File: src/hdl/spq_pkg.sv
// Shared types and constants for the sorted priority queue.
package spq_pkg;

    // Field widths of one request word and one response word
    localparam int KEY_W   = 16;
    localparam int ID_W    = 8;
    localparam int PAY_W   = 3 * ID_W;
    localparam int COUNT_W = 5;

    // Request codes
    typedef enum logic {
        REQ_PUSH = 1'b0,
        REQ_POP  = 1'b1
    } t_req;

    // Response status codes
    typedef enum logic [1:0] {
        ST_OK    = 2'd0,
        ST_FULL  = 2'd1,
        ST_EMPTY = 2'd2
    } t_status;

    // Commands from the controller to the datapath
    typedef struct packed {
        logic load;   // capture the accepted request word
        logic exec;   // carry out the captured request, load the response
    } t_cmd;

endpackage

File: src/hdl/spq_req_if.sv
// Request channel: valid/ready handshake carrying one push or pop word.
interface spq_req_if;
    import spq_pkg::*;

    logic             valid;
    logic             ready;
    logic             req_type;
    logic [KEY_W-1:0] new_key;
    logic [ID_W-1:0]  new_pickup;
    logic [ID_W-1:0]  new_dropoff;
    logic [ID_W-1:0]  new_kind;

    modport source (
        output valid, req_type, new_key, new_pickup, new_dropoff, new_kind,
        input  ready
    );

    modport sink (
        input  valid, req_type, new_key, new_pickup, new_dropoff, new_kind,
        output ready
    );
endinterface

File: src/hdl/spq_rsp_if.sv
// Response channel: valid/ready handshake carrying one result word.
interface spq_rsp_if;
    import spq_pkg::*;

    logic               valid;
    logic               ready;
    logic [1:0]         status;
    logic [KEY_W-1:0]   out_key;
    logic [ID_W-1:0]    out_pickup;
    logic [ID_W-1:0]    out_dropoff;
    logic [ID_W-1:0]    out_kind;
    logic [COUNT_W-1:0] entry_count;

    modport source (
        output valid, status, out_key, out_pickup, out_dropoff, out_kind, entry_count,
        input  ready
    );

    modport sink (
        input  valid, status, out_key, out_pickup, out_dropoff, out_kind, entry_count,
        output ready
    );
endinterface

File: src/hdl/spq_ctrl.sv
// Controller: sequences capture and execution, owns the handshakes.
module spq_ctrl
    import spq_pkg::*;
(
    input  logic i_clk,
    input  logic i_rst_n,
    input  logic i_req_valid,
    output logic o_req_ready,
    output logic o_rsp_valid,
    input  logic i_rsp_ready,
    output t_cmd o_cmd
);

    typedef enum logic [1:0] {
        S_IDLE = 2'b01,
        S_EXEC = 2'b10
    } t_state;

    t_state r_state, n_state;
    logic   r_rsp_valid, n_rsp_valid;
    logic   w_out_free;

    // response register can take a new word this cycle
    assign w_out_free = !r_rsp_valid || i_rsp_ready;

    // next state and commands
    always_comb begin
        n_state     = r_state;
        n_rsp_valid = r_rsp_valid;
        o_cmd       = '0;
        if (r_rsp_valid && i_rsp_ready) begin
            n_rsp_valid = 1'b0;
        end
        case (r_state)
            S_IDLE: begin
                if (i_req_valid) begin
                    o_cmd.load = 1'b1;
                    n_state    = S_EXEC;
                end
            end
            S_EXEC: begin
                if (w_out_free) begin
                    o_cmd.exec  = 1'b1;
                    n_rsp_valid = 1'b1;
                    n_state     = S_IDLE;
                end
            end
            default: begin
                n_state = S_IDLE;
            end
        endcase
    end

    // state registers
    always_ff @(posedge i_clk) begin
        if (!i_rst_n) begin
            r_state     <= S_IDLE;
            r_rsp_valid <= 1'b0;
        end else begin
            r_state     <= n_state;
            r_rsp_valid <= n_rsp_valid;
        end
    end

    assign o_req_ready = (r_state == S_IDLE);
    assign o_rsp_valid = r_rsp_valid;

endmodule

File: src/hdl/spq_dp.sv
// Datapath: sorted row of key/payload cells, occupancy count, response register.
module spq_dp
    import spq_pkg::*;
#(
    parameter int DEPTH = 16
) (
    input  logic               i_clk,
    input  logic               i_rst_n,
    input  t_cmd               i_cmd,
    input  logic               i_req_type,
    input  logic [KEY_W-1:0]   i_new_key,
    input  logic [PAY_W-1:0]   i_new_pay,
    output logic [1:0]         o_status,
    output logic [KEY_W-1:0]   o_key,
    output logic [PAY_W-1:0]   o_pay,
    output logic [COUNT_W-1:0] o_count
);

    localparam int CW = $clog2(DEPTH + 1);

    // captured request
    logic             r_req_type;
    logic [KEY_W-1:0] r_new_key;
    logic [PAY_W-1:0] r_new_pay;

    // cell row, slot 0 holds the smallest key
    logic [KEY_W-1:0] r_key [DEPTH];
    logic [PAY_W-1:0] r_pay [DEPTH];
    logic [CW-1:0]    r_count, n_count;

    // response register
    t_status          r_status, n_status;
    logic [KEY_W-1:0] r_out_key, n_out_key;
    logic [PAY_W-1:0] r_out_pay, n_out_pay;

    logic             w_full, w_empty, w_push, w_pop;
    logic [DEPTH-1:0] w_stay;

    assign w_full  = (r_count == CW'(DEPTH));
    assign w_empty = (r_count == '0);
    assign w_push  = i_cmd.exec && (r_req_type == REQ_PUSH) && !w_full;
    assign w_pop   = i_cmd.exec && (r_req_type == REQ_POP) && !w_empty;

    // per-cell compare: occupied and key not above the new key keeps its place
    always_comb begin
        for (int i = 0; i < DEPTH; i++) begin
            w_stay[i] = (CW'(i) < r_count) && (r_key[i] <= r_new_key);
        end
    end

    // request capture
    always_ff @(posedge i_clk) begin
        if (i_cmd.load) begin
            r_req_type <= i_req_type;
            r_new_key  <= i_new_key;
            r_new_pay  <= i_new_pay;
        end
    end

    // cell row: insert on push, shift towards slot 0 on pop
    always_ff @(posedge i_clk) begin
        for (int i = 0; i < DEPTH; i++) begin
            if (w_push && !w_stay[i]) begin
                if (i == 0) begin
                    r_key[i] <= r_new_key;
                    r_pay[i] <= r_new_pay;
                end else if (w_stay[(i == 0) ? 0 : i - 1]) begin
                    r_key[i] <= r_new_key;
                    r_pay[i] <= r_new_pay;
                end else begin
                    r_key[i] <= r_key[(i == 0) ? 0 : i - 1];
                    r_pay[i] <= r_pay[(i == 0) ? 0 : i - 1];
                end
            end else if (w_pop && (i < DEPTH - 1)) begin
                r_key[i] <= r_key[(i < DEPTH - 1) ? i + 1 : i];
                r_pay[i] <= r_pay[(i < DEPTH - 1) ? i + 1 : i];
            end
        end
    end

    // count and response word
    always_comb begin
        n_count   = r_count;
        n_status  = r_status;
        n_out_key = r_out_key;
        n_out_pay = r_out_pay;
        if (i_cmd.exec) begin
            n_status  = ST_OK;
            n_out_key = '0;
            n_out_pay = '0;
            if (r_req_type == REQ_PUSH) begin
                if (w_full) begin
                    n_status = ST_FULL;
                end else begin
                    n_count = r_count + CW'(1);
                end
            end else begin
                if (w_empty) begin
                    n_status = ST_EMPTY;
                end else begin
                    n_out_key = r_key[0];
                    n_out_pay = r_pay[0];
                    n_count   = r_count - CW'(1);
                end
            end
        end
    end

    always_ff @(posedge i_clk) begin
        if (!i_rst_n) begin
            r_count <= '0;
        end else begin
            r_count <= n_count;
        end
    end

    always_ff @(posedge i_clk) begin
        r_status  <= n_status;
        r_out_key <= n_out_key;
        r_out_pay <= n_out_pay;
    end

    assign o_status = r_status;
    assign o_key    = r_out_key;
    assign o_pay    = r_out_pay;
    assign o_count  = COUNT_W'(r_count);

endmodule

File: src/hdl/sorted_priority_queue_unit.sv
// Sorted priority queue: top level joining controller and datapath.
//
// Usage:
//   i_req carries one request word: push (key plus pickup, dropoff and
//   type payload) or pop of the smallest key. Equal keys leave in arrival
//   order. o_rsp returns exactly one word per request: a status (ok, push
//   rejected as full, pop rejected as empty), the popped entry (zero on
//   pushes and rejected pops) and the number of entries left stored.
//   Sequence: an accepted word is captured into the request register and
//   executed in the execute state once the response register is free;
//   its response is then registered and shown on o_rsp.valid.
//   Pacing: one request at a time, none accepted while one executes; the
//   cell row compares all stored keys with the new key at once and inserts
//   or shifts in the execute state; the capture/execute pair sets the rate.
//   Stall: a waiting response sits in the output register; the next
//   request is still accepted and held until that response is taken.
//   Reset: synchronous, active low. The queue comes up empty; no clearing
//   pass is needed and requests are taken from the first cycle after reset.
module sorted_priority_queue_unit
    import spq_pkg::*;
#(
    parameter int DEPTH = 16
) (
    input  logic       i_clk,
    input  logic       i_rst_n,
    spq_req_if.sink    i_req,
    spq_rsp_if.source  o_rsp
);

    t_cmd             w_cmd;
    logic [PAY_W-1:0] w_out_pay;

    // sequencer
    spq_ctrl u_ctrl (
        .i_clk       (i_clk),
        .i_rst_n     (i_rst_n),
        .i_req_valid (i_req.valid),
        .o_req_ready (i_req.ready),
        .o_rsp_valid (o_rsp.valid),
        .i_rsp_ready (o_rsp.ready),
        .o_cmd       (w_cmd)
    );

    // cell row and response register
    spq_dp #(
        .DEPTH (DEPTH)
    ) u_dp (
        .i_clk      (i_clk),
        .i_rst_n    (i_rst_n),
        .i_cmd      (w_cmd),
        .i_req_type (i_req.req_type),
        .i_new_key  (i_req.new_key),
        .i_new_pay  ({i_req.new_pickup, i_req.new_dropoff, i_req.new_kind}),
        .o_status   (o_rsp.status),
        .o_key      (o_rsp.out_key),
        .o_pay      (w_out_pay),
        .o_count    (o_rsp.entry_count)
    );

    assign o_rsp.out_pickup  = w_out_pay[3*ID_W-1:2*ID_W];
    assign o_rsp.out_dropoff = w_out_pay[2*ID_W-1:ID_W];
    assign o_rsp.out_kind    = w_out_pay[ID_W-1:0];

    // one request in flight: no acceptance right after an acceptance
    a_one_in_flight: assert property (@(posedge i_clk) disable iff (!i_rst_n)
        (i_req.valid && i_req.ready) |=> !i_req.ready)
        else $error("request accepted while previous one still executing");

    // a rejected push reports a full queue
    a_full_count: assert property (@(posedge i_clk) disable iff (!i_rst_n)
        (o_rsp.valid && o_rsp.status == ST_FULL) |-> o_rsp.entry_count == COUNT_W'(DEPTH))
        else $error("push rejected with queue not full");

    // a rejected pop reports an empty queue
    a_empty_count: assert property (@(posedge i_clk) disable iff (!i_rst_n)
        (o_rsp.valid && o_rsp.status == ST_EMPTY) |-> o_rsp.entry_count == '0)
        else $error("pop rejected with queue not empty");

    // rejected results carry a zero entry
    a_zero_payload: assert property (@(posedge i_clk) disable iff (!i_rst_n)
        (o_rsp.valid && o_rsp.status != ST_OK) |->
            (o_rsp.out_key == '0 && w_out_pay == '0))
        else $error("rejected request returned a non-zero entry");

endmodule
File: src/flat_wrapper.sv
// flat-port wrapper written by rule: the top's interface ports become plain ports
module sorted_priority_queue_unit_flat import spq_pkg::*;
#(
    parameter int DEPTH = 16
)
  (i_clk, i_rst_n, i_req_valid, i_req_req_type, i_req_new_key, i_req_new_pickup, i_req_new_dropoff, i_req_new_kind, i_req_ready, o_rsp_valid, o_rsp_status, o_rsp_out_key, o_rsp_out_pickup, o_rsp_out_dropoff, o_rsp_out_kind, o_rsp_entry_count, o_rsp_ready);
  spq_req_if i_req_i ();
  spq_rsp_if o_rsp_i ();
  input  logic i_clk;
  input  logic i_rst_n;
  input wire logic [$bits(i_req_i.valid)-1:0] i_req_valid;
  input wire logic [$bits(i_req_i.req_type)-1:0] i_req_req_type;
  input wire logic [$bits(i_req_i.new_key)-1:0] i_req_new_key;
  input wire logic [$bits(i_req_i.new_pickup)-1:0] i_req_new_pickup;
  input wire logic [$bits(i_req_i.new_dropoff)-1:0] i_req_new_dropoff;
  input wire logic [$bits(i_req_i.new_kind)-1:0] i_req_new_kind;
  output wire logic [$bits(i_req_i.ready)-1:0] i_req_ready;
  output wire logic [$bits(o_rsp_i.valid)-1:0] o_rsp_valid;
  output wire logic [$bits(o_rsp_i.status)-1:0] o_rsp_status;
  output wire logic [$bits(o_rsp_i.out_key)-1:0] o_rsp_out_key;
  output wire logic [$bits(o_rsp_i.out_pickup)-1:0] o_rsp_out_pickup;
  output wire logic [$bits(o_rsp_i.out_dropoff)-1:0] o_rsp_out_dropoff;
  output wire logic [$bits(o_rsp_i.out_kind)-1:0] o_rsp_out_kind;
  output wire logic [$bits(o_rsp_i.entry_count)-1:0] o_rsp_entry_count;
  input wire logic [$bits(o_rsp_i.ready)-1:0] o_rsp_ready;
  assign i_req_i.valid = i_req_valid;
  assign i_req_i.req_type = i_req_req_type;
  assign i_req_i.new_key = i_req_new_key;
  assign i_req_i.new_pickup = i_req_new_pickup;
  assign i_req_i.new_dropoff = i_req_new_dropoff;
  assign i_req_i.new_kind = i_req_new_kind;
  assign i_req_ready = i_req_i.ready;
  assign o_rsp_valid = o_rsp_i.valid;
  assign o_rsp_status = o_rsp_i.status;
  assign o_rsp_out_key = o_rsp_i.out_key;
  assign o_rsp_out_pickup = o_rsp_i.out_pickup;
  assign o_rsp_out_dropoff = o_rsp_i.out_dropoff;
  assign o_rsp_out_kind = o_rsp_i.out_kind;
  assign o_rsp_entry_count = o_rsp_i.entry_count;
  assign o_rsp_i.ready = o_rsp_ready;
  sorted_priority_queue_unit #(.DEPTH(DEPTH)) u_core (.i_clk(i_clk), .i_rst_n(i_rst_n), .i_req(i_req_i), .o_rsp(o_rsp_i));
endmodule
File: config.mk
export PLATFORM = sky130hd
export DESIGN_NAME = sorted_priority_queue_unit_flat
export DESIGN_NICKNAME = d
export VERILOG_FILES = /design/src/hdl/spq_pkg.sv /design/src/hdl/spq_req_if.sv /design/src/hdl/spq_rsp_if.sv /design/src/hdl/spq_ctrl.sv /design/src/hdl/spq_dp.sv /design/src/hdl/sorted_priority_queue_unit.sv /design/src/flat_wrapper.sv
export SDC_FILE = /design/constraint.sdc
export NUM_CORES = 2
export LEC_CHECK = 0
export BUFFER_PORTS_ARGS = -buffer_cell sky130_fd_sc_hd__buf_4
export CAP_MARGIN = 0
export CORE_MARGIN = 4
export CORE_UTILIZATION = 50
export DETAILED_ROUTE_END_ITERATION = 10
export PLACE_DENSITY = 0.69
export SLEW_MARGIN = 20
export SYNTH_ARGS = -nofsm -noshare
export SYNTH_HDL_FRONTEND = slang
export SYNTH_SLANG_ARGS = --single-unit
File: constraint.sdc
create_clock -name i_clk -period 6.3 [get_ports i_clk]
set_input_delay 1.89 -clock i_clk [delete_from_list [all_inputs] [get_ports i_clk]]
set_output_delay 1.89 -clock i_clk [all_outputs]
set_load 0.02 [all_outputs]
==> metrics.md <==
| Metric | Value |
|---|---|
| Worst relative slew slack | `0.228` |
| Vias in the first global route | `30,000` |
| Synth Net Count | `3,544` |
| First-pass GRT wire length | `186,000 um` |
| Post-route ant nets | `0` |
| CP arrival | `5.44 ns` |
| Most common cell after layout, fill and taps aside | `edfxtp_1` |
| Worst EP required | `6.79 ns` |
| Cell chain of the critical path | `inv_1 > ha_1 > nand4_1 > nor4_1 > o21ai_0 > o211a_1 > a211oi_1 > and2_2 > buf_4 > a221o_1` |
| Fraction of layout cells with a size suffix above 1 | `0.117` |
| Initial Util | `0.508` |
| Clock sinks | `731` |
| # DRC | `0` |
| Num CTS Buffers | `82` |
| # setup viols final | `0` |
| HP Class | `flop to flop` |
| Post-CTS setup buffer count | `0` |
| Largest net degree at the start of global routing | `221` |
| Die Wd | `287 um` |
| Synthesized area per cell | `12.0 um^2` |
| DPL Wire Length | `79,600 um` |
| Fill count | `6,217` |
| Die height | `287 um` |
| #FFs+latches synth | `731` |
| Finished Layout Cells | `4,314` |
| Iteration-0 DRC Markers | `4,093` |
| Remaining global-route overflow | `0` |
| Power per cell area | `254 nW/um^2` |
| Max-Cap Viols | `0` |
| Synthesized cell area | `38,800 um^2` |
| Peak Freq | `0.202 GHz` |
| ANT cells | `0` |
| Post-layout minimum cycle time | `4.95 ns` |
| CTS Buffer Depth | `3` |
| Post-Route Utilization | `0.567` |
| PortBufs | `93` |
| Final Cycle Share | `0.786` |
| Antenna violations before repair | `0` |
| Final Hold Fails | `0` |
| Synth warnings | `0` |
| Main synth FF type | `edfxtp_1` |
| CTS Hold Bufs | `0` |
| CP Max Fanout | `24` |
| Setup TNS Final | `0 ns` |
| Root Driver | `clkbuf_16` |
| GP Congestion | `0.986` |
| CP startpoint kind | `flop` |
| Async SR Flop Fraction | `0` |
| Detailed-route via count | `30,000` |
| Clock transition at path regs | `0.06 ns` |
| Clk_skew | `0.0199 ns` |
| Full die area | `82,200 um^2` |
| # nets final | `3,526` |
| Post-Syn Instances | `3,239` |
| Worst setup EP type | `flop` |
| CP max stage delay | `0.79 ns` |
| Commonest non-fill, non-tap cells in the layout | `edfxtp_1 (723), nand2_1 (359), ha_1 (260)` |
| Max-slew violation count | `0` |
| Post-Route WL | `124,000 um` |
| Post-synthesis sequential area ratio | `0.563` |
| Core box area | `76,500 um^2` |
| CP max stage cell | `and2_2` |
| Final Worst Setup Slack | `1.35 ns` |
| Slew at the pin closest to its max-slew limit | `1.15 ns` |
| Clk_lat worst skew | `0.63 ns` |
| Status | `complete, no violations` |
| Row cnt | `101` |
| Critical path class | `flop to flop` |
| Post-CTS sizing | `0` |
| Netlist cell types | `71` |
| RSZ-0062 raised after global routing | `false` |
| I/O pin total | `94` |
| Leak pwr | `0.0158 uW` |
| Cell count after placement | `4,165` |
| CTS tree | `done` |
| GRT Util Overall | `0.292` |
| Area Overhead vs Synth | `11.7%` |
| Place WS | `1.38 ns` |
| H-tree depth | `3` |
| Routed wire per std cell | `28.6 um` |
| DR pass1 iterations | `6` |
| Maximum VDD drop | `0.178 mV` |
| Post-synth EDFFs | `723` |
| Via density | `6.96` |
## worst max-delay path, delay by kind of cell (launching register included)
family          cells  cell delay [ns]
flops               1             0.60
buf+inv             2             0.88
simple gates        3             1.66
fa+ha+maj           1             0.45
compound gates      4             1.21
## cell type report
cell class | instances | area (um^2) | share of cell area
Clock buffer | 94 | 2150 | 0.0496
Tap cell | 1030 | 1290 | 0.0297
Timing Repair Buffer | 168 | 1430 | 0.0331
Clock inverter | 53 | 443 | 0.0102
Inverter | 42 | 163 | 0.00375
Multi-Input combinational cell | 2196 | 16000 | 0.369
Sequential cell | 731 | 21900 | 0.505
## synthesized netlist by cell type (7+ instances only)
master,number,area share
edfxtp_1,723,0.56
nand2_1,366,0.035
ha_1,260,0.084
a221o_1,240,0.062
o21ai_0,234,0.030
clkbuf_1,232,0.022
a22oi_1,202,0.039
and3_1,198,0.032
a21oi_1,129,0.017
o211ai_1,92,0.018
and2_1,48,0.0077
mux2_2,41,0.012
inv_1,40,0.0039
nand4_1,40,0.0064
mux2i_1,39,0.010
nor2_1,39,0.0038
o21ai_1,39,0.0050
a21o_1,34,0.0066
buf_2,30,0.0039
nand3_1,26,0.0034
nor2b_1,20,0.0032
nor3_1,14,0.0018
a211oi_1,13,0.0025
o21a_1,11,0.0021
a21boi_0,9,0.0017
or3_1,9,0.0015
dfxtp_1,8,0.0041
nor4_1,7,0.0011
## cells by family (layout without fill, tap and decap cells)
logic type	count (synthesis)	after routing	share of synthesized area
fa+ha+maj	260	260	0.0838
flops	731	731	0.563
xor+xnor	5	5	0.00113
mux	80	80	0.0220
simple gates	802	802	0.104
buf+inv	312	357	0.0320
compound gates	1049	1049	0.194
## worst paths after layout
path	start	endpoint	slack, ns	cells after the start
min reg2reg	u_core.u_dp.r_key[0][0]	u_core.u_dp.o_key[0]	0.56	1
max reg2reg	u_core.u_dp.r_new_key[12]	u_core.u_dp.r_key[1][42]	1.35	10
min	u_core.u_dp.r_key[0][0]	u_core.u_dp.o_key[0]	0.56	1
max	u_core.u_dp.r_new_key[12]	u_core.u_dp.r_key[1][42]	1.35	10
## report_power, final
part           total [uW]  internal (uW)  switching [uW]
Sequential           5510           5440            74.2
Combinational         755            299             456
Clock                4730           2700            2030
Total               11000           8440            2560
## flip-flops by register name (all words and copies together) (netlist names)
| name | flops |
|---|---|
| u_core.u_dp.r_new_pay | 24 |
| u_core.u_dp.r_pay | 384 |
| u_core.u_dp.o_pay | 24 |
| u_core.u_dp.o_key | 16 |
| u_core.u_ctrl.r_state | 2 |
| u_core.u_dp.r_key | 256 |
| u_core.u_dp.o_status | 2 |
| u_core.u_dp.o_count | 5 |
| u_core.u_ctrl.o_rsp_valid | 1 |
| u_core.u_dp.r_new_key | 16 |
| u_core.u_dp.r_req_type | 1 |
## per-layer routing
metal | GRT usage | vias up | routed length [um] | share of wire
li1 | - | 12900 | - | -
met4 | 0.127 | 0 | 5710 | 0.046
met3 | 0.0472 | 347 | 13100 | 0.11
met2 | 0.447 | 2095 | 54800 | 0.44
met1 | 0.415 | 14700 | 50000 | 0.40
met5 | 0 | - | 0 | 0
## through the flow
step	power, uW	area (um^2)	hold slack (ns)
2_1_floorplan	6080	38800	0.511
3_3_place_gp	6310	40700	0.537
3_5_place_dp	6350	40700	0.529
4_1_cts	11000	43300	0.543
5_1_grt	11300	43300	0.580
6_report	11000	43300	0.557
(Power assumes the default switching activity.)
